`src/hw/rtl/kber_pkg.sv`:
```
// Package for the keyboard bitmap edge and auto-repeat block.
// Holds the transaction payload structs, sequencer states, fixed constants and the usable-bit mask function.
// No dependencies.
package kber_pkg;

  // One input transaction: a bitmap slice or a failed poll
  typedef struct packed {
    logic        mode;
    logic [1:0]  word_index;
    logic [63:0] key_bits;
    logic        last_word;
    logic        shift_held;
    logic        control_held;
    logic        caps_lock_on;
    logic [63:0] now_us;
  } kber_in_t;

  // One result transaction: a key event or a status-only word
  typedef struct packed {
    logic       key_valid;
    logic [7:0] key_usage;
    logic       out_shift;
    logic       out_control;
    logic       out_caps;
    logic       is_repeat;
    logic       keyboard_present;
    logic       last_of_run;
  } kber_out_t;

  typedef enum logic [2:0] {
    ST_IDLE,
    ST_LOAD,
    ST_PREP,
    ST_SCAN,
    ST_CHK_RD,
    ST_CHK,
    ST_FLUSH
  } kber_state_t;

  localparam int          CFG_W       = 24;
  localparam logic [7:0]  MOD_BASE    = 8'hE0;
  localparam logic [6:0]  MAX_RESULTS = 7'd64;
  localparam logic [23:0] DELAY_RST   = 24'd400000;
  localparam logic [23:0] PERIOD_RST  = 24'd35000;

  // Register indexes
  localparam logic REG_DELAY  = 1'b0;
  localparam logic REG_PERIOD = 1'b1;

  // Bits of a slice whose usages sit below the modifier range
  function automatic logic [63:0] usable_mask(input logic [1:0] w);
    logic [63:0] m;
    if (w < MOD_BASE[7:6]) begin
      m = '1;
    end else if (w == MOD_BASE[7:6]) begin
      m = (64'd1 << MOD_BASE[5:0]) - 64'd1;
    end else begin
      m = '0;
    end
    return m;
  endfunction

endpackage

```
`src/hw/rtl/kber_time.sv`:
```
// Shared time unit: one 64-bit add for rescheduling and one deadline compare.
// Depends on kber_pkg for the register width.
module kber_time (
  input  logic [63:0]              now,
  input  logic [kber_pkg::CFG_W-1:0] addend,
  input  logic [63:0]              deadline,
  output logic [63:0]              sum,
  output logic                     due
);
  import kber_pkg::*;

  // Time sums wrap modulo 2^64
  assign sum = now + {{(64 - CFG_W){1'b0}}, addend};

  // Unsigned deadline test
  assign due = (now >= deadline);

endmodule

```
`src/hw/rtl/keyboard_bitmap_edge_and_repeat_top.sv`:
```
// Keyboard bitmap edge detector with typematic auto-repeat, top level.
// Depends on kber_pkg and kber_time.
//
//   channel | ports                              | direction
//   input   | in_valid, in_stall, in_data        | slice or failed-poll transaction in
//   result  | out_valid, out_stall, out_data     | key or status transaction out
//   config  | cfg_we, cfg_index, cfg_wdata       | delay and period registers
//
// Accept to next accept: a failed poll passes flush and idle. A slice passes load, prepare,
// a scan of the 64 bits (one bitmap bit per cycle through the shared time adder unless a key
// waits), a repeat check read, a flush and idle; a last slice with a live repeat key adds a
// compare state. A key that finds the hold stage full under out_stall waits, as does the flush.
// rst_n is synchronous; it clears the stored bitmap valid bits, repeat state and presence
// flag and loads the register defaults. One result waits in a hold stage so the last one
// of a run can be flagged; the block is busy (in_stall high) outside idle.
module keyboard_bitmap_edge_and_repeat_top #(
  parameter int KEY_WORDS = 4
) (
  input  logic                       clk,
  input  logic                       rst_n,
  input  logic                       in_valid,
  output logic                       in_stall,
  input  kber_pkg::kber_in_t         in_data,
  output logic                       out_valid,
  input  logic                       out_stall,
  output kber_pkg::kber_out_t        out_data,
  input  logic                       cfg_we,
  input  logic                       cfg_index,
  input  logic [kber_pkg::CFG_W-1:0] cfg_wdata
);
  import kber_pkg::*;

  localparam int         AW  = (KEY_WORDS > 1) ? $clog2(KEY_WORDS) : 1;
  localparam logic [2:0] KW3 = 3'(KEY_WORDS);

  kber_state_t state_r, state_nxt;

  logic [CFG_W-1:0] delay_r, period_r;
  kber_in_t         in_r, in_nxt;
  logic [63:0]      fresh_r, fresh_nxt;
  logic [5:0]       bit_r, bit_nxt;
  logic [6:0]       count_r, count_nxt;
  logic [7:0]       rkey_r, rkey_nxt;
  logic             rheld_r, rheld_nxt;
  logic [63:0]      deadline_r, deadline_nxt;
  logic             present_r, present_nxt;
  kber_out_t        hold_r, hold_nxt;
  logic             hold_vld_r, hold_vld_nxt;
  logic             out_valid_r;
  kber_out_t        out_data_r;

  // Stored previous bitmap slices
  logic [63:0]          prev_mem [0:KEY_WORDS-1];
  logic [KEY_WORDS-1:0] prev_vld_r;
  logic [63:0]          rd_r;
  logic [1:0]           rd_addr;
  logic                 rd_en, rd_ok, mem_we;
  logic [AW-1:0]        rd_idx, wr_idx;

  logic             out_free, push;
  kber_out_t        push_data, fresh_res, rep_res;
  logic [CFG_W-1:0] addend;
  logic [63:0]      sum;
  logic             due, w_ok, kw_ok;

  kber_time u_time (
    .now      (in_r.now_us),
    .addend   (addend),
    .deadline (deadline_r),
    .sum      (sum),
    .due      (due)
  );

  assign in_stall  = (state_r != ST_IDLE);
  assign out_valid = out_valid_r;
  assign out_data  = out_data_r;
  assign out_free  = !out_valid_r || !out_stall;

  assign w_ok   = ({1'b0, in_r.word_index} < KW3);
  assign kw_ok  = ({1'b0, rkey_r[7:6]} < KW3);
  assign addend = (state_r == ST_CHK) ? period_r : delay_r;

  // Single read port: slice on load, repeat key's slice on check
  assign rd_addr = (state_r == ST_CHK_RD) ? rkey_r[7:6] : in_r.word_index;
  assign rd_en   = (state_r == ST_LOAD) || (state_r == ST_CHK_RD);
  assign rd_ok   = ({1'b0, rd_addr} < KW3);
  assign rd_idx  = rd_addr[AW-1:0];
  assign wr_idx  = in_r.word_index[AW-1:0];
  assign mem_we  = (state_r == ST_LOAD) && w_ok;

  always_ff @(posedge clk) begin
    if (mem_we) begin
      prev_mem[wr_idx] <= in_r.key_bits;
    end
    if (rd_en) begin
      rd_r <= (rd_ok && prev_vld_r[rd_idx]) ? prev_mem[rd_idx] : '0;
    end
  end

  // Result words built from the current transaction
  always_comb begin
    fresh_res                  = '0;
    fresh_res.key_valid        = 1'b1;
    fresh_res.key_usage        = {in_r.word_index, bit_r};
    fresh_res.out_shift        = in_r.shift_held;
    fresh_res.out_control      = in_r.control_held;
    fresh_res.out_caps         = in_r.caps_lock_on;
    fresh_res.keyboard_present = 1'b1;

    rep_res                  = '0;
    rep_res.key_valid        = 1'b1;
    rep_res.key_usage        = rkey_r;
    rep_res.out_shift        = in_r.shift_held;
    rep_res.out_control      = in_r.control_held;
    rep_res.out_caps         = in_r.caps_lock_on;
    rep_res.is_repeat        = 1'b1;
    rep_res.keyboard_present = present_r;
  end

  // Sequencer: next state and datapath controls
  always_comb begin
    state_nxt    = state_r;
    in_nxt       = in_r;
    fresh_nxt    = fresh_r;
    bit_nxt      = bit_r;
    count_nxt    = count_r;
    rkey_nxt     = rkey_r;
    rheld_nxt    = rheld_r;
    deadline_nxt = deadline_r;
    present_nxt  = present_r;
    hold_nxt     = hold_r;
    hold_vld_nxt = hold_vld_r;
    push         = 1'b0;
    push_data    = hold_r;

    case (state_r)
      ST_IDLE: begin
        if (in_valid) begin
          in_nxt    = in_data;
          count_nxt = '0;
          if (in_data.mode) begin
            present_nxt = 1'b0;
            state_nxt   = ST_FLUSH;
          end else begin
            state_nxt = ST_LOAD;
          end
        end
      end
      ST_LOAD: begin
        state_nxt = ST_PREP;
      end
      ST_PREP: begin
        fresh_nxt = w_ok ? (in_r.key_bits & ~rd_r & usable_mask(in_r.word_index)) : '0;
        bit_nxt   = '0;
        state_nxt = ST_SCAN;
      end
      ST_SCAN: begin
        if (!(fresh_r[0] && hold_vld_r && !out_free)) begin
          if (fresh_r[0]) begin
            // Older held result is not the last one
            if (hold_vld_r) begin
              push                  = 1'b1;
              push_data             = hold_r;
              push_data.last_of_run = 1'b0;
            end
            hold_nxt     = fresh_res;
            hold_vld_nxt = 1'b1;
            present_nxt  = 1'b1;
            rkey_nxt     = fresh_res.key_usage;
            rheld_nxt    = (fresh_res.key_usage != 8'd0);
            deadline_nxt = sum;
            count_nxt    = 7'(count_r + 7'd1);
          end
          fresh_nxt = fresh_r >> 1;
          bit_nxt   = bit_r + 6'd1;
          if (bit_r == 6'd63) begin
            state_nxt = ST_CHK_RD;
          end
        end
      end
      ST_CHK_RD: begin
        if (in_r.last_word && rheld_r) begin
          if (kw_ok) begin
            state_nxt = ST_CHK;
          end else begin
            rheld_nxt = 1'b0;
            rkey_nxt  = '0;
            state_nxt = ST_FLUSH;
          end
        end else begin
          state_nxt = ST_FLUSH;
        end
      end
      ST_CHK: begin
        if (!rd_r[rkey_r[5:0]]) begin
          // Repeat key released
          rheld_nxt = 1'b0;
          rkey_nxt  = '0;
          state_nxt = ST_FLUSH;
        end else if (due && (count_r < MAX_RESULTS)) begin
          if (!(hold_vld_r && !out_free)) begin
            if (hold_vld_r) begin
              push                  = 1'b1;
              push_data             = hold_r;
              push_data.last_of_run = 1'b0;
            end
            hold_nxt     = rep_res;
            hold_vld_nxt = 1'b1;
            deadline_nxt = sum;
            state_nxt    = ST_FLUSH;
          end
        end else begin
          state_nxt = ST_FLUSH;
        end
      end
      ST_FLUSH: begin
        if (out_free) begin
          push = 1'b1;
          if (hold_vld_r) begin
            push_data = hold_r;
          end else begin
            push_data                  = '0;
            push_data.keyboard_present = present_r;
          end
          push_data.last_of_run = 1'b1;
          hold_vld_nxt          = 1'b0;
          state_nxt             = ST_IDLE;
        end
      end
      default: begin
        state_nxt = ST_IDLE;
      end
    endcase
  end

  // Control and state registers
  always_ff @(posedge clk) begin
    if (!rst_n) begin
      state_r     <= ST_IDLE;
      count_r     <= '0;
      rkey_r      <= '0;
      rheld_r     <= 1'b0;
      deadline_r  <= '0;
      present_r   <= 1'b0;
      hold_vld_r  <= 1'b0;
      out_valid_r <= 1'b0;
      prev_vld_r  <= '0;
      delay_r     <= DELAY_RST;
      period_r    <= PERIOD_RST;
    end else begin
      state_r    <= state_nxt;
      count_r    <= count_nxt;
      rkey_r     <= rkey_nxt;
      rheld_r    <= rheld_nxt;
      deadline_r <= deadline_nxt;
      present_r  <= present_nxt;
      hold_vld_r <= hold_vld_nxt;
      if (push) begin
        out_valid_r <= 1'b1;
      end else if (!out_stall) begin
        out_valid_r <= 1'b0;
      end
      if (mem_we) begin
        prev_vld_r[wr_idx] <= 1'b1;
      end
      if (cfg_we) begin
        case (cfg_index)
          REG_DELAY:  delay_r  <= cfg_wdata;
          REG_PERIOD: period_r <= cfg_wdata;
          default: ;
        endcase
      end
    end
  end

  // Payload registers
  always_ff @(posedge clk) begin
    in_r    <= in_nxt;
    fresh_r <= fresh_nxt;
    bit_r   <= bit_nxt;
    hold_r  <= hold_nxt;
    if (push) begin
      out_data_r <= push_data;
    end
  end

  // Checks
  a_count_cap: assert property (@(posedge clk) disable iff (!rst_n)
    count_r <= MAX_RESULTS)
    else $error("fresh key count past result limit");

  a_status_last: assert property (@(posedge clk) disable iff (!rst_n)
    out_valid && !out_data.key_valid |-> out_data.last_of_run && out_data.key_usage == 8'd0)
    else $error("status result not alone or carries a usage");

  a_repeat_last: assert property (@(posedge clk) disable iff (!rst_n)
    out_valid && out_data.is_repeat |-> out_data.last_of_run)
    else $error("repeat result not last of its run");

  a_busy_after_accept: assert property (@(posedge clk) disable iff (!rst_n)
    in_valid && !in_stall |=> in_stall)
    else $error("input taken again without processing");

  a_hold_idle: assert property (@(posedge clk) disable iff (!rst_n)
    state_r == ST_IDLE |-> !hold_vld_r)
    else $error("held result left behind in idle");

endmodule
```
`config.mk`:
```
export PLATFORM = sky130hd
export DESIGN_NAME = keyboard_bitmap_edge_and_repeat_top
export DESIGN_NICKNAME = d
export VERILOG_FILES = /design/src/hw/rtl/kber_pkg.sv /design/src/hw/rtl/kber_time.sv /design/src/hw/rtl/keyboard_bitmap_edge_and_repeat_top.sv
export SDC_FILE = /design/constraint.sdc
export NUM_CORES = 1
export LEC_CHECK = 0
export BUFFER_PORTS_ARGS = -buffer_cell sky130_fd_sc_hd__buf_4
export CORE_MARGIN = 5
export CORE_UTILIZATION = 45
export CTS_BUF_LIST = sky130_fd_sc_hd__clkbuf_16
export CTS_CLUSTER_DIAMETER = 30
export DETAILED_ROUTE_END_ITERATION = 10
export MAX_ROUTING_LAYER = met4
export PLACE_DENSITY = 0.66
export SKIP_CTS_REPAIR_TIMING = 1
export SLEW_MARGIN = 15
export SYNTH_ARGS = -nofsm -noshare
export SYNTH_HDL_FRONTEND = slang
export SYNTH_HIERARCHICAL = 1
export SYNTH_SLANG_ARGS = --single-unit
```
`constraint.sdc`:
```
create_clock -name clk -period 20.1 [get_ports clk]
set_clock_uncertainty 0.15 [all_clocks]
set_input_delay 4.02 -clock clk [delete_from_list [all_inputs] [get_ports clk]]
set_output_delay 4.02 -clock clk [all_outputs]
set_load 0.05 [all_outputs]
```
==> After elaboration in Yosys (flattened, before gate mapping) <==
Memory sizes are Yosys's and may differ from the RTL's. A register that Yosys moved wholly into a read port is not among the register bits.
Index checks and enable logic that the tools add are counted.
{ "totals": {"memories": 1, "mem_bits_rw": 256, "output_inout_bits": 17, "register_bits": 372, "latchBits": 0, "romBits": 0, "inputBits": 165} }
{ "op_classes": {"n_shift": 0, "n_div": 0, "bitwise_logic": 5, "n_reduce_logical": 29, "n_mux": 80, "multipliers": 0, "n_eq_ne": 20, "n_addsub": 3, "order_cmp": 7} }
{ "memory_table": {"columns": ["name", "words", "width", "read_ports", "rd_ports_with_merged_regs", "wr", "line_no", "source"], "rows": [
  ["prev_mem", 4, 64, 1, 1, 1, "keyboard_bitmap_edge_and_repeat_top.sv:53", "logic [63:0] prev_mem [0:KEY_WORDS-1];"]
]} }
{ "op_table": {"columns": ["operator", "n"], "rows": [
  ["$mux W64", 8],
  ["$pmux W64 S2", 2],
  ["$and A64 B64 Y64", 2],
  ["$mux W15", 7],
  ["$add A64 B24 Y64", 1],
  ["$ge A64 B64 Y1", 1],
  ["$not A64 Y64", 1],
  ["$pmux W15 S3", 1],
  ["$mux W32", 1],
  ["$mux W1", 31],
  ["$pmux W15 S2", 1],
  ["$mux W24", 1],
  ["$mux W3", 8],
  ["$mux W8", 3],
  ["$mux W7", 3],
  ["$pmux W3 S7", 1],
  ["$ne A2 B2 Y1 const B", 8],
  ["$pmux W8 S2", 1],
  ["$pmux W7 S2", 1],
  ["$pmux W6 S2", 1],
  ["$reduce_and A5 Y1", 2],
  ["$eq A3 B3 Y1 const B", 3],
  ["$reduce_and A2 Y1", 4],
  ["$reduce_and A4 Y1", 2],
  ["31 further kinds", 50]
]} }

==> Depth between registers and ports, before layout <==
Gate-level depths: netlist of the first run.
{ "depth": {"depth_word": 9, "ltp_mapped": 20} }

==> Modules after synthesis <==
Netlist of the first run, hierarchy kept.
{ "modules_own_cells": {"columns": ["mod", "n_inst", "seq_area_each_um2", "area_each_um2", "cells_each"], "rows": [
  ["keyboard_bitmap_edge_and_repeat_top", 1, 19338.5, 26347.8, 1735],
  ["kber_time", 1, 0.0, 3920.0, 556]
]} }

==> Least setup slack after synthesis of the first run <==
OpenSTA, ideal clock, no wires.
{ "synth_timing": {"path_kind": "in2reg", "startpoint": "in in_valid", "endpoint": "reg present_r", "path_buffers": 0, "stages": 5, "slack_ns": 9.591, "setup_time_ns": 0.120, "t_arrival_ns": 10.239, "cell_sequence": "inv_1 > nor2_1 > nand3_1 > a21oi_1 > nor2b_1"} }
{ "synth_via": {"elab_chain_len": 2} }
{ "synth_lines": {"columns": ["element", "line_no", "source"], "rows": [
  ["start, declared", "keyboard_bitmap_edge_and_repeat_top.sv:21", "input logic in_valid,"],
  ["$ne A2 B2 Y1 (no source line)", null, null],
  ["$reduce_and A5 Y1 (no source line)", null, null],
  ["end signal, assigned", "keyboard_bitmap_edge_and_repeat_top.sv:256", "present_r <= present_nxt;"],
  ["end, declared", "keyboard_bitmap_edge_and_repeat_top.sv:46", "logic present_r, present_nxt;"]
]} }
Every way passes these cells.
A chain may end at the register's enable or synchronous reset.

==> Worst setup path in the final report of the first run <==
{ "layout_timing": {"startpoint": "in in_valid", "endpoint": "reg in_r[114] (netlist bit) (enable)"} }
{ "layout_via": {"elab_chain_len": 1} }
{ "layout_lines": {"columns": ["element", "line_no", "source"], "rows": [
  ["$reduce_and A2 Y1 (no source line)", null, null],
  ["end signal, assigned", "keyboard_bitmap_edge_and_repeat_top.sv:278", "in_r <= in_nxt;"],
  ["end, declared", "keyboard_bitmap_edge_and_repeat_top.sv:39", "kber_in_t in_r, in_nxt;"]
]} }
Every way passes these cells.

==> results.py, run 1 <==
metrics = {
    "setup_path": {
        "critical_path_class": "in -> reg",
        "cp.required_ns": 20.25,
        "crit_path_max_fanout": 81,
        "crit_top_cell": "buf_4",
        "worstPathArrival_ns": 6.34,
        "crit_family": "buffers and inverters",
        "crit_chain": "buf_4 -> inv_1 -> nor2_4 -> buf_4 -> buf_4",
        "start_kind": "input port",
        "cp-end-kind": "register",
        "crit_slowest_cell": "buf_4",
        "worstPathBufferInverterCount": 4,
        "slowest_delay_ns": 0.86,
    },
    "timing": {
        "rsz0062_at_grt": "false",
        "fin_crit_ns": 6.19,
        "tns_ns": 0,
        "finalSetupViolations": 0,
        "fmax_ghz": 0.162,
        "layout_setup_ws_ns": 13.91,
        "hold_viol": 0,
        "slew_headroom": 0.235,
        "drv_slew": 0,
        "worst_pin_slew_ns": 1.15,
        "finalCritPeriodShare": 0.308,
    },
    "pwr": {
        "power_mw": 5.25,
        "irDropWorstVdd_mv": 0.127,
        "leakage_nw": 14.1,
        "powerDensity_nw_per_um2": 141,
    },
    "clocking": {
        "root_buffer": "clkbuf_16",
        "clock_latency_ns": 0.71,
        "cts.sinks": 690,
        "clk_path_buf_depth": 3,
        "cts_tree": "done",
        "clk_pin_slew_ns": 0.05,
        "cts_max_level": 4,
        "cts_buffers": 139,
    },
    "floorplanning": {
        "start_util": 0.452,
        "die_y_um": 269,
        "dieArea_sq_um": 72500,
        "io_pins": 182,
        "fp-row-count": 95,
        "fp.dieW_um": 269,
        "core_area_sq_um": 66900,
    },
    "routing": {
        "routed_wl_um": 70000,
        "num_vias": 18985,
        "drtIter0Drc": 1386,
        "vias_per_cell": 5.40,
        "first_pass_iters": 5,
        "wire_per_inst_um": 19.9,
        "drtAntennaViolNets": 0,
        "drcViolationCount": 0,
    },
    "synth": {
        "syn_area_per_cell_sq_um": 13.2,
        "synthArstFlopShare": 0,
        "synthCells": 2291,
        "synth_top_cells_by_area": "edfxtp_1 (55%), dfxtp_1 (9.1%), nand2_1 (5.6%)",
        "synth_area_sq_um": 30300,
        "synth-main-ff-cell": "edfxtp_1",
        "synth_edf_count": 552,
        "ys_warn_count": 6,
        "synth_top_area_frac": 0.548,
        "ys_ff_latch": 690,
        "ys_types": 77,
        "yosysSeqAreaShare": 0.639,
        "synth_top_cell_by_area": "edfxtp_1",
        "syn-num-nets": 2548,
    },
    "outcome": {
        "status": "finished clean",
    },
    "job": {
        "cap_violations": 0,
    },
    "global_routing": {
        "grtUsageMet3": 0.0447,
        "grt_util_all_layers": 0.195,
        "grt_overflow_total": 0,
        "antenna_found_initial": 2,
        "grt_start_max_net_pins": 119,
        "grt_pass1_wl_um": 109000,
        "grt_pass1_vias": 19784,
        "grt.met2_usage": 0.314,
        "busiest_layer": "met2",
        "grt_util_met1": 0.247,
    },
    "final_layout": {
        "final_cell_mix": "edfxtp_1 (552), nand2_1 (453), buf_4 (203)",
        "final_layout_size_suffix_gt1_frac": 0.205,
        "area.growth.synth_to_final_pct": 23.0,
        "nNetsFinal": 2784,
        "n_antenna_cell": 0,
        "mostFrequentLayoutCell": "edfxtp_1",
    },
    "placement": {
        "dp_slack_ns": 13.17,
        "dpl.hpwl_um": 43500,
        "port-buffer-count": 181,
        "gp_congestion": 0.876,
    },
    "hold_path": {
        "hold_path.class": "reg -> reg",
    },
}
[layout make-up]
| cell class | count | area, sq um |
|---|---|---|
| Timing Repair Buffer | 205 | 1570 |
| Multi-Input combinational cell | 1365 | 10000 |
| Fill cell | 5279 | 29700 |
| Inverter | 126 | 473 |
| Clock inverter | 116 | 1240 |
| Sequential cell | 690 | 19300 |
| Clock buffer | 140 | 3500 |
| Tap cell | 873 | 1090 |
[per-stage QoR]
step | cells | hold WS (ns) | cell area, sq um | utilization
after floorplan | 2291 | 0.250 | 30300 | -
after global placement | 3257 | 0.259 | 32400 | 0.485
after detailed placement | 3258 | 0.282 | 32500 | 0.485
after CTS | 3514 | 0.299 | 37200 | 0.556
after global routing | 3515 | 0.304 | 37200 | 0.556
final | 3515 | 0.292 | 37200 | 0.556
[flip-flops by register name, indices dropped and copies added, names as in the netlist, 4 cells and up]
signal,flops
rkey_r,8
bit_r,6
in_r,129
period_r,24
out_data,15
prev_mem,256
rd_r,64
fresh_r,64
hold_r,13
prev_vld_r,4
delay_r,24
deadline_r,64
count_r,7
[worst register-to-register path, stage by stage (launching register included)]
cell,delay (ns)
dfxtp_1,0.56
inv_1,0.26
nand3_1,0.16
inv_1,0.05
buf_4,0.28
nand2_1,0.15
nand2_1,0.08
ha_1,0.23
fa_1,0.41
a21o_1,0.20
a221oi_2,0.40
nor4_1,0.16
o311a_1,0.44
o211ai_2,0.52
nor2_1,0.15
xor2_1,0.17
nand2_1,0.07
mux2i_1,0.07
[power by group]
part           internal, mW  total [mW]  switching [mW]
combinational         0.364       0.914           0.551
sequential             1.91        2.07           0.162
clock                  1.49        2.26           0.773
[layer usage]
metal	wire, um	vias to the layer above
met5	0	-
li1	-	8870
met4	1570	0
met2	34300	630
met1	29700	9366
met3	4420	119
[cells in the mapped netlist (3+ instances only)]
| cell | count |
|---|---|
| a211oi_1 | 3 |
| a21boi_0 | 38 |
| a21o_1 | 36 |
| a21oi_1 | 52 |
| a31o_2 | 3 |
| a31oi_1 | 5 |
| a32o_1 | 9 |
| and2_1 | 7 |
| and3_1 | 13 |
| and4_1 | 5 |
| buf_1 | 10 |
| buf_12 | 5 |
| buf_2 | 16 |
| buf_6 | 4 |
| clkbuf_1 | 73 |
| dfxtp_1 | 138 |
| edfxtp_1 | 552 |
| ha_1 | 91 |
| inv_1 | 126 |
| mux2_2 | 6 |
| mux2i_1 | 73 |
| mux4_2 | 74 |
| nand2_1 | 453 |
| nand2b_1 | 10 |
| nand3_1 | 35 |
| nand3b_1 | 34 |
| nand4_1 | 31 |
| nor2_1 | 59 |
| nor2b_1 | 88 |
| nor3_1 | 15 |
| nor3_2 | 6 |
| nor3b_1 | 7 |
| nor4_1 | 5 |
| o21a_1 | 10 |
| o21ai_0 | 27 |
| o21ai_1 | 5 |
| o21bai_1 | 6 |
| o221ai_1 | 3 |
| o22ai_1 | 4 |
| o41ai_1 | 31 |
| or2_2 | 3 |
| or3_1 | 4 |
| xnor2_1 | 36 |
| xor2_1 | 34 |
[path summary, 6_finish.rpt]
check	end	cells after the start	startpoint	slack (ns)
setup reg to reg	deadline_r[50]	17	state_r[1]	15.47
hold reg to reg	hold_r[5]	0	fresh_res[5]	0.29
hold / removal	hold_r[5]	0	fresh_res[5]	0.29
setup / recovery	in_r[114]	5	in_valid	13.91
[kinds of logic after synthesis]
group / after synthesis / share of synthesized area
compound gates: 260 / 0.0626
xor+xnor: 70 / 0.0203
fa+ha+maj: 92 / 0.0383
buf+inv: 236 / 0.0341
flops: 690 / 0.639
mux: 155 / 0.0832
simple gates: 788 / 0.123
Power figures use the tool's default switching activity.
==> inputs of run 2 (changes only) <==
--- a/config.mk
+++ b/config.mk
@@ -12,7 +12,7 @@
 export CTS_CLUSTER_DIAMETER = 30
 export DETAILED_ROUTE_END_ITERATION = 10
 export MAX_ROUTING_LAYER = met4
-export PLACE_DENSITY = 0.66
+export PLACE_DENSITY = 0.68
 export SKIP_CTS_REPAIR_TIMING = 1
 export SLEW_MARGIN = 15
 export SYNTH_ARGS = -nofsm -noshare
==> constraint.sdc (replaced) <==
create_clock -name clk -period 5.5 [get_ports clk]
set_clock_uncertainty 0.15 [all_clocks]
set_input_delay 1.1 -clock clk [delete_from_list [all_inputs] [get_ports clk]]
set_output_delay 1.1 -clock clk [all_outputs]
set_load 0.05 [all_outputs]
==> results.py, run 2 (same netlist as run 1, synthesis figures left out) <==
metrics = {
    "timing": {
        "fmax_ghz": 0.226,
        "fin_crit_ns": 4.43,
        "worst_pin_slew_ns": 1.12,
        "tns_ns": 0,
        "drv_slew": 0,
        "hold_viol": 0,
        "finalCritPeriodShare": 0.805,
        "rsz0062_at_grt": "false",
        "hold_ws_ns": 0.273,
        "finalSetupViolations": 0,
        "slew_headroom": 0.254,
    },
    "floorplanning": {
        "dieArea_sq_um": 72500,
        "core_area_sq_um": 66900,
        "die_y_um": 269,
        "fp-row-count": 95,
        "fp.dieW_um": 269,
        "io_pins": 182,
        "start_util": 0.452,
    },
    "final_layout": {
        "n_antenna_cell": 0,
        "regMostFlops": "prev_mem",
        "final_layout_size_suffix_gt1_frac": 0.205,
        "nNetsFinal": 2784,
        "final_cell_mix": "edfxtp_1 (552), nand2_1 (453), buf_4 (205)",
        "mostFrequentLayoutCell": "edfxtp_1",
        "largest_registers": "prev_mem (256), in_r (129)",
        "area.growth.synth_to_final_pct": 22.8,
        "largest_reg_flops": 256,
        "stdcell_count": 3512,
    },
    "routing": {
        "wl_met3_um": 4700,
        "wl_met1_um": 30400,
        "first_pass_iters": 5,
        "drtAntennaViolNets": 0,
        "met2_length_um": 34000,
        "drcViolationCount": 0,
        "vias_per_cell": 5.46,
        "routed_wl_um": 71000,
        "top_layer_used": "met4",
        "wire_per_inst_um": 20.2,
        "drtIter0Drc": 1601,
        "num_vias": 19176,
    },
    "hold_path": {
        "hold_start": "fresh_res[4]",
        "holdPathStages": 0,
        "holdPathEnd": "hold_r[4]",
        "hold_path.class": "reg -> reg",
    },
    "setup_path": {
        "r2r-start": "state_r[1]",
        "crit-reg2reg-capture": "deadline_r[50]",
        "start_kind": "register",
        "cp.required_ns": 5.98,
        "r2r_slack_ns": 1.07,
        "worstPathArrival_ns": 4.91,
        "cp-end-kind": "register",
        "critical_path_class": "reg -> reg",
        "rr_worst_depth": 17,
        "crit_path_max_fanout": 24,
    },
    "placement": {
        "gp_congestion": 0.851,
        "place_inst": 3263,
        "port-buffer-count": 181,
        "dpl.hpwl_um": 44500,
    },
    "global_routing": {
        "grt_pass1_wl_um": 111000,
        "grt_pass1_vias": 19770,
        "grt_overflow_total": 0,
        "antenna_found_initial": 1,
        "grt_start_max_net_pins": 107,
        "grt_util_all_layers": 0.199,
    },
    "job": {
        "cap_violations": 0,
    },
    "pwr": {
        "internal_power_mw": 13.6,
        "power_mw": 19.1,
        "irDropWorstVdd_mv": 0.362,
        "p_seq_frac": 0.398,
        "switching_share": 0.288,
        "pwr-share-clk": 0.425,
        "leakage_nw": 14.1,
        "p_switching_mw": 5.50,
        "combinationalPowerShare": 0.177,
        "powerDensity_nw_per_um2": 514,
    },
    "clocking": {
        "cts_max_level": 4,
        "clk_pin_slew_ns": 0.05,
        "clk_path_buf_depth": 3,
        "cts_buffers": 135,
        "clock_latency_ns": 0.73,
        "cts.sinks": 690,
        "cts_tree": "done",
        "root_buffer": "clkbuf_16",
    },
    "outcome": {
        "status": "finished clean",
    },
}
run 2: cell types whose count changed in the layout (fill, tap and decap cells not counted), sizes merged:
cell	change
clkbuf	-4
clkinv	-4
clkinvlp	+1
buf	+4
inv	+1
bufinv	-1
run 2: area by class of cell:
type                    count  area (sq um)
repair buffers            209          1620
multi-input cells        1365         10000
well taps                 873          1090
clock buffers             136          3400
flip-flops and latches    690         19300
inverters                 126           473
clock inverters           113          1230
fillers                  5342         29800
run 2: stage by stage:
stage	cell area, sq um	utilization	worst slack (ns)
floorplan	30300	-	-0.935
global placement	32500	0.486	1.19
detailed placement	32500	0.486	1.08
CTS	37200	0.555	1.05
global route	37200	0.555	0.821
finish	37200	0.555	1.07
run 2: worst max path at each step:
stage,startpoint,endpoint,slack (ns),cells past startpoint
after detailed placement,state_r[1],deadline_r[50],1.08,17
after CTS,state_r[1],deadline_r[50],1.05,17
after floorplan,state_r[0],prev_mem[1][0],-0.94,4
after global routing,state_r[1],deadline_r[50],0.82,17
final,state_r[1],deadline_r[50],1.07,17
after global placement,state_r[1],deadline_r[50],1.19,17
run 2: power by group through the flow:
stage,logic [mW],registers [mW],clock network (mW)
5_1_grt,3.71,7.70,8.56
3_5_place_dp,3.38,7.68,0
4_1_cts,3.42,7.61,8.28
3_3_place_gp,3.32,7.63,0
6_report,3.38,7.61,8.13
2_1_floorplan,2.42,7.49,0
run 2: critical path: stages (launching register included):
cell      delay [ns]
dfxtp_1         0.53
inv_1           0.24
nand3_1         0.15
inv_1           0.07
buf_4           0.23
nand2_1         0.10
nand2_1         0.06
ha_1            0.23
fa_1            0.40
a21o_1          0.20
a221oi_2        0.40
nor4_1          0.15
o311a_1         0.44
o211ai_2        0.47
nor2_1          0.12
xor2_1          0.18
nand2_1         0.08
mux2i_1         0.15
run 2: layer usage:
metal,track usage,up-vias
li1,-,8874
met4,0.0744,0
met1,0.254,9491
met2,0.315,671
met3,0.0449,140
met5,-,-
==> inputs of run 3 (changes only) <==
--- a/config.mk
+++ b/config.mk
@@ -12,7 +12,7 @@
 export CTS_CLUSTER_DIAMETER = 30
 export DETAILED_ROUTE_END_ITERATION = 10
 export MAX_ROUTING_LAYER = met4
-export PLACE_DENSITY = 0.68
+export PLACE_DENSITY = 0.66
 export SKIP_CTS_REPAIR_TIMING = 1
 export SLEW_MARGIN = 15
 export SYNTH_ARGS = -nofsm -noshare
==> constraint.sdc (replaced) <==
create_clock -name clk -period 4.5 [get_ports clk]
set_clock_uncertainty 0.15 [all_clocks]
set_input_delay 0.9 -clock clk [delete_from_list [all_inputs] [get_ports clk]]
set_output_delay 0.9 -clock clk [all_outputs]
set_load 0.05 [all_outputs]
==> results.py, run 3 (same netlist as run 1, synthesis figures left out) <==
metrics = {
    "outcome": {
        "status": "finished clean",
    },
    "hold_path": {
        "hold_path.class": "in -> reg",
        "hold_start": "in_data[105]",
        "holdPathEnd": "in_r[105]",
        "holdPathStages": 1,
    },
    "timing": {
        "hold_ws_ns": 0.203,
        "finalCritPeriodShare": 0.879,
        "worst_pin_slew_ns": 1.12,
        "fin_crit_ns": 3.95,
        "drv_slew": 0,
        "finalSetupViolations": 0,
        "rsz0062_at_grt": "false",
        "hold_viol": 0,
        "layout_setup_ws_ns": 0.545,
        "tns_ns": 0,
        "fmax_ghz": 0.253,
        "slew_headroom": 0.256,
    },
    "pwr": {
        "combinationalPowerShare": 0.177,
        "power_mw": 23.8,
        "powerDensity_nw_per_um2": 634,
        "leakage_nw": 14.2,
        "irDropWorstVdd_mv": 0.391,
        "internal_power_mw": 17.0,
        "switching_share": 0.287,
        "pwr-share-clk": 0.434,
        "p_switching_mw": 6.82,
        "p_seq_frac": 0.389,
    },
    "global_routing": {
        "grt_pass1_wl_um": 111000,
        "grt_start_max_net_pins": 117,
        "grt_overflow_total": 0,
        "antenna_found_initial": 2,
        "grt_util_all_layers": 0.198,
        "grt_pass1_vias": 19650,
    },
    "placement": {
        "place_inst": 3269,
        "port-buffer-count": 181,
        "dp_slack_ns": 0.594,
        "dpl.hpwl_um": 44500,
        "gp_congestion": 0.866,
        "place_area_sq_um": 32600,
    },
    "final_layout": {
        "area.growth.synth_to_final_pct": 23.8,
        "largest_reg_flops": 256,
        "stdcell_count": 3523,
        "final_util": 0.560,
        "nNetsFinal": 2791,
        "mostFrequentLayoutCell": "edfxtp_1",
        "regMostFlops": "prev_mem",
        "fillers": 5324,
        "final_layout_size_suffix_gt1_frac": 0.208,
        "final_cell_mix": "edfxtp_1 (552), nand2_1 (453), buf_4 (206)",
        "postLayoutCellArea_sq_um": 37500,
        "largest_registers": "prev_mem (256), in_r (129)",
    },
    "routing": {
        "vias_per_cell": 5.42,
        "drtIter0Drc": 1482,
        "num_vias": 19081,
        "drcViolationCount": 0,
        "first_pass_iters": 5,
        "wire_per_inst_um": 20.0,
        "drtAntennaViolNets": 0,
        "routed_wl_um": 70600,
    },
    "job": {
        "cap_violations": 0,
    },
    "setup_path": {
        "r2r_slack_ns": 0.55,
        "crit_path_max_fanout": 15,
        "r2r-start": "in_r[46]",
        "crit-reg2reg-capture": "out_data[12]",
        "cp.required_ns": 4.69,
        "start_kind": "register",
        "cp-end-kind": "register",
        "critical_path_class": "reg -> reg",
        "worstPathArrival_ns": 4.14,
        "rr_worst_depth": 11,
    },
    "clocking": {
        "cts_max_level": 4,
        "clk_pin_slew_ns": 0.05,
        "root_buffer": "clkbuf_16",
        "cts_tree": "done",
        "cts.sinks": 690,
        "cts_buffers": 136,
        "clock_latency_ns": 0.72,
        "clk_path_buf_depth": 3,
    },
    "floorplanning": {
        "start_util": 0.452,
        "dieArea_sq_um": 72500,
        "fp.dieW_um": 269,
        "die_y_um": 269,
        "core_area_sq_um": 66900,
        "fp-row-count": 95,
        "io_pins": 182,
    },
}
[run 3: cell types whose count changed in the layout (fill, tap and decap cells not counted), moves of 2 or more]
cell	delta
inv_1	-2
buf_12	+5
clkinv_8	-5
clkinv_1	+3
bufinv_16	+4
clkinv_16	+6
clkinv_2	-2
clkinvlp_4	+2
[run 3: area by class of cell]
type	count	area (sq um)	area share
flip-flops and latches	690	19300	0.516
multi-input cells	1365	10000	0.267
clock buffers	136	3400	0.0908
repair buffers	215	1730	0.0461
clock inverters	117	1440	0.0383
well taps	873	1090	0.0291
inverters	126	473	0.0126
diodes	1	2.50	0.0000668
[run 3: worst max-delay path, cell delays in order, from the launching register on]
cell and delay [ns]:
edfxtp_1 0.48, ha_1 0.35, nand4_1 0.16, nor4_1 0.37, buf_4 0.20, nand3_1 0.12, nor2_1 0.12, o21ai_0 0.19
a31oi_1 0.39, nand3b_1 0.23, o21ai_0 0.37, a31o_2 0.45
[run 3: power by group through the flow]
stage	clock network [mW]	logic, mW	registers (mW)
2_1_floorplan	0	2.96	9.13
3_3_place_gp	0	4.17	9.30
3_5_place_dp	0	4.23	9.34
4_1_cts	10.5	4.27	9.25
5_1_grt	10.8	4.64	9.35
6_report	10.3	4.22	9.25
[run 3: per-layer routing]
layer	up-vias	wire length [um]	share of wire	track usage
li1	8865	-	-	-
met5	-	0	0	-
met1	9428	30600	0.43	0.264
met2	661	33700	0.48	0.308
met3	127	4620	0.065	0.0408
met4	0	1660	0.024	0.0676
[run 3: worst max-delay path by stage]
stage                from              to  slack, ns  cells past startpoint
2_1_floorplan  state_r[0]  prev_mem[1][0]      -1.94                      4
4_1_cts          in_r[46]    out_data[12]       0.54                     11
3_5_place_dp     in_r[46]     out_data[3]       0.59                     11
5_1_grt        state_r[1]  deadline_r[58]       0.34                     16
6_report         in_r[46]    out_data[12]       0.55                     11
3_3_place_gp   state_r[1]  deadline_r[58]       0.65                     16
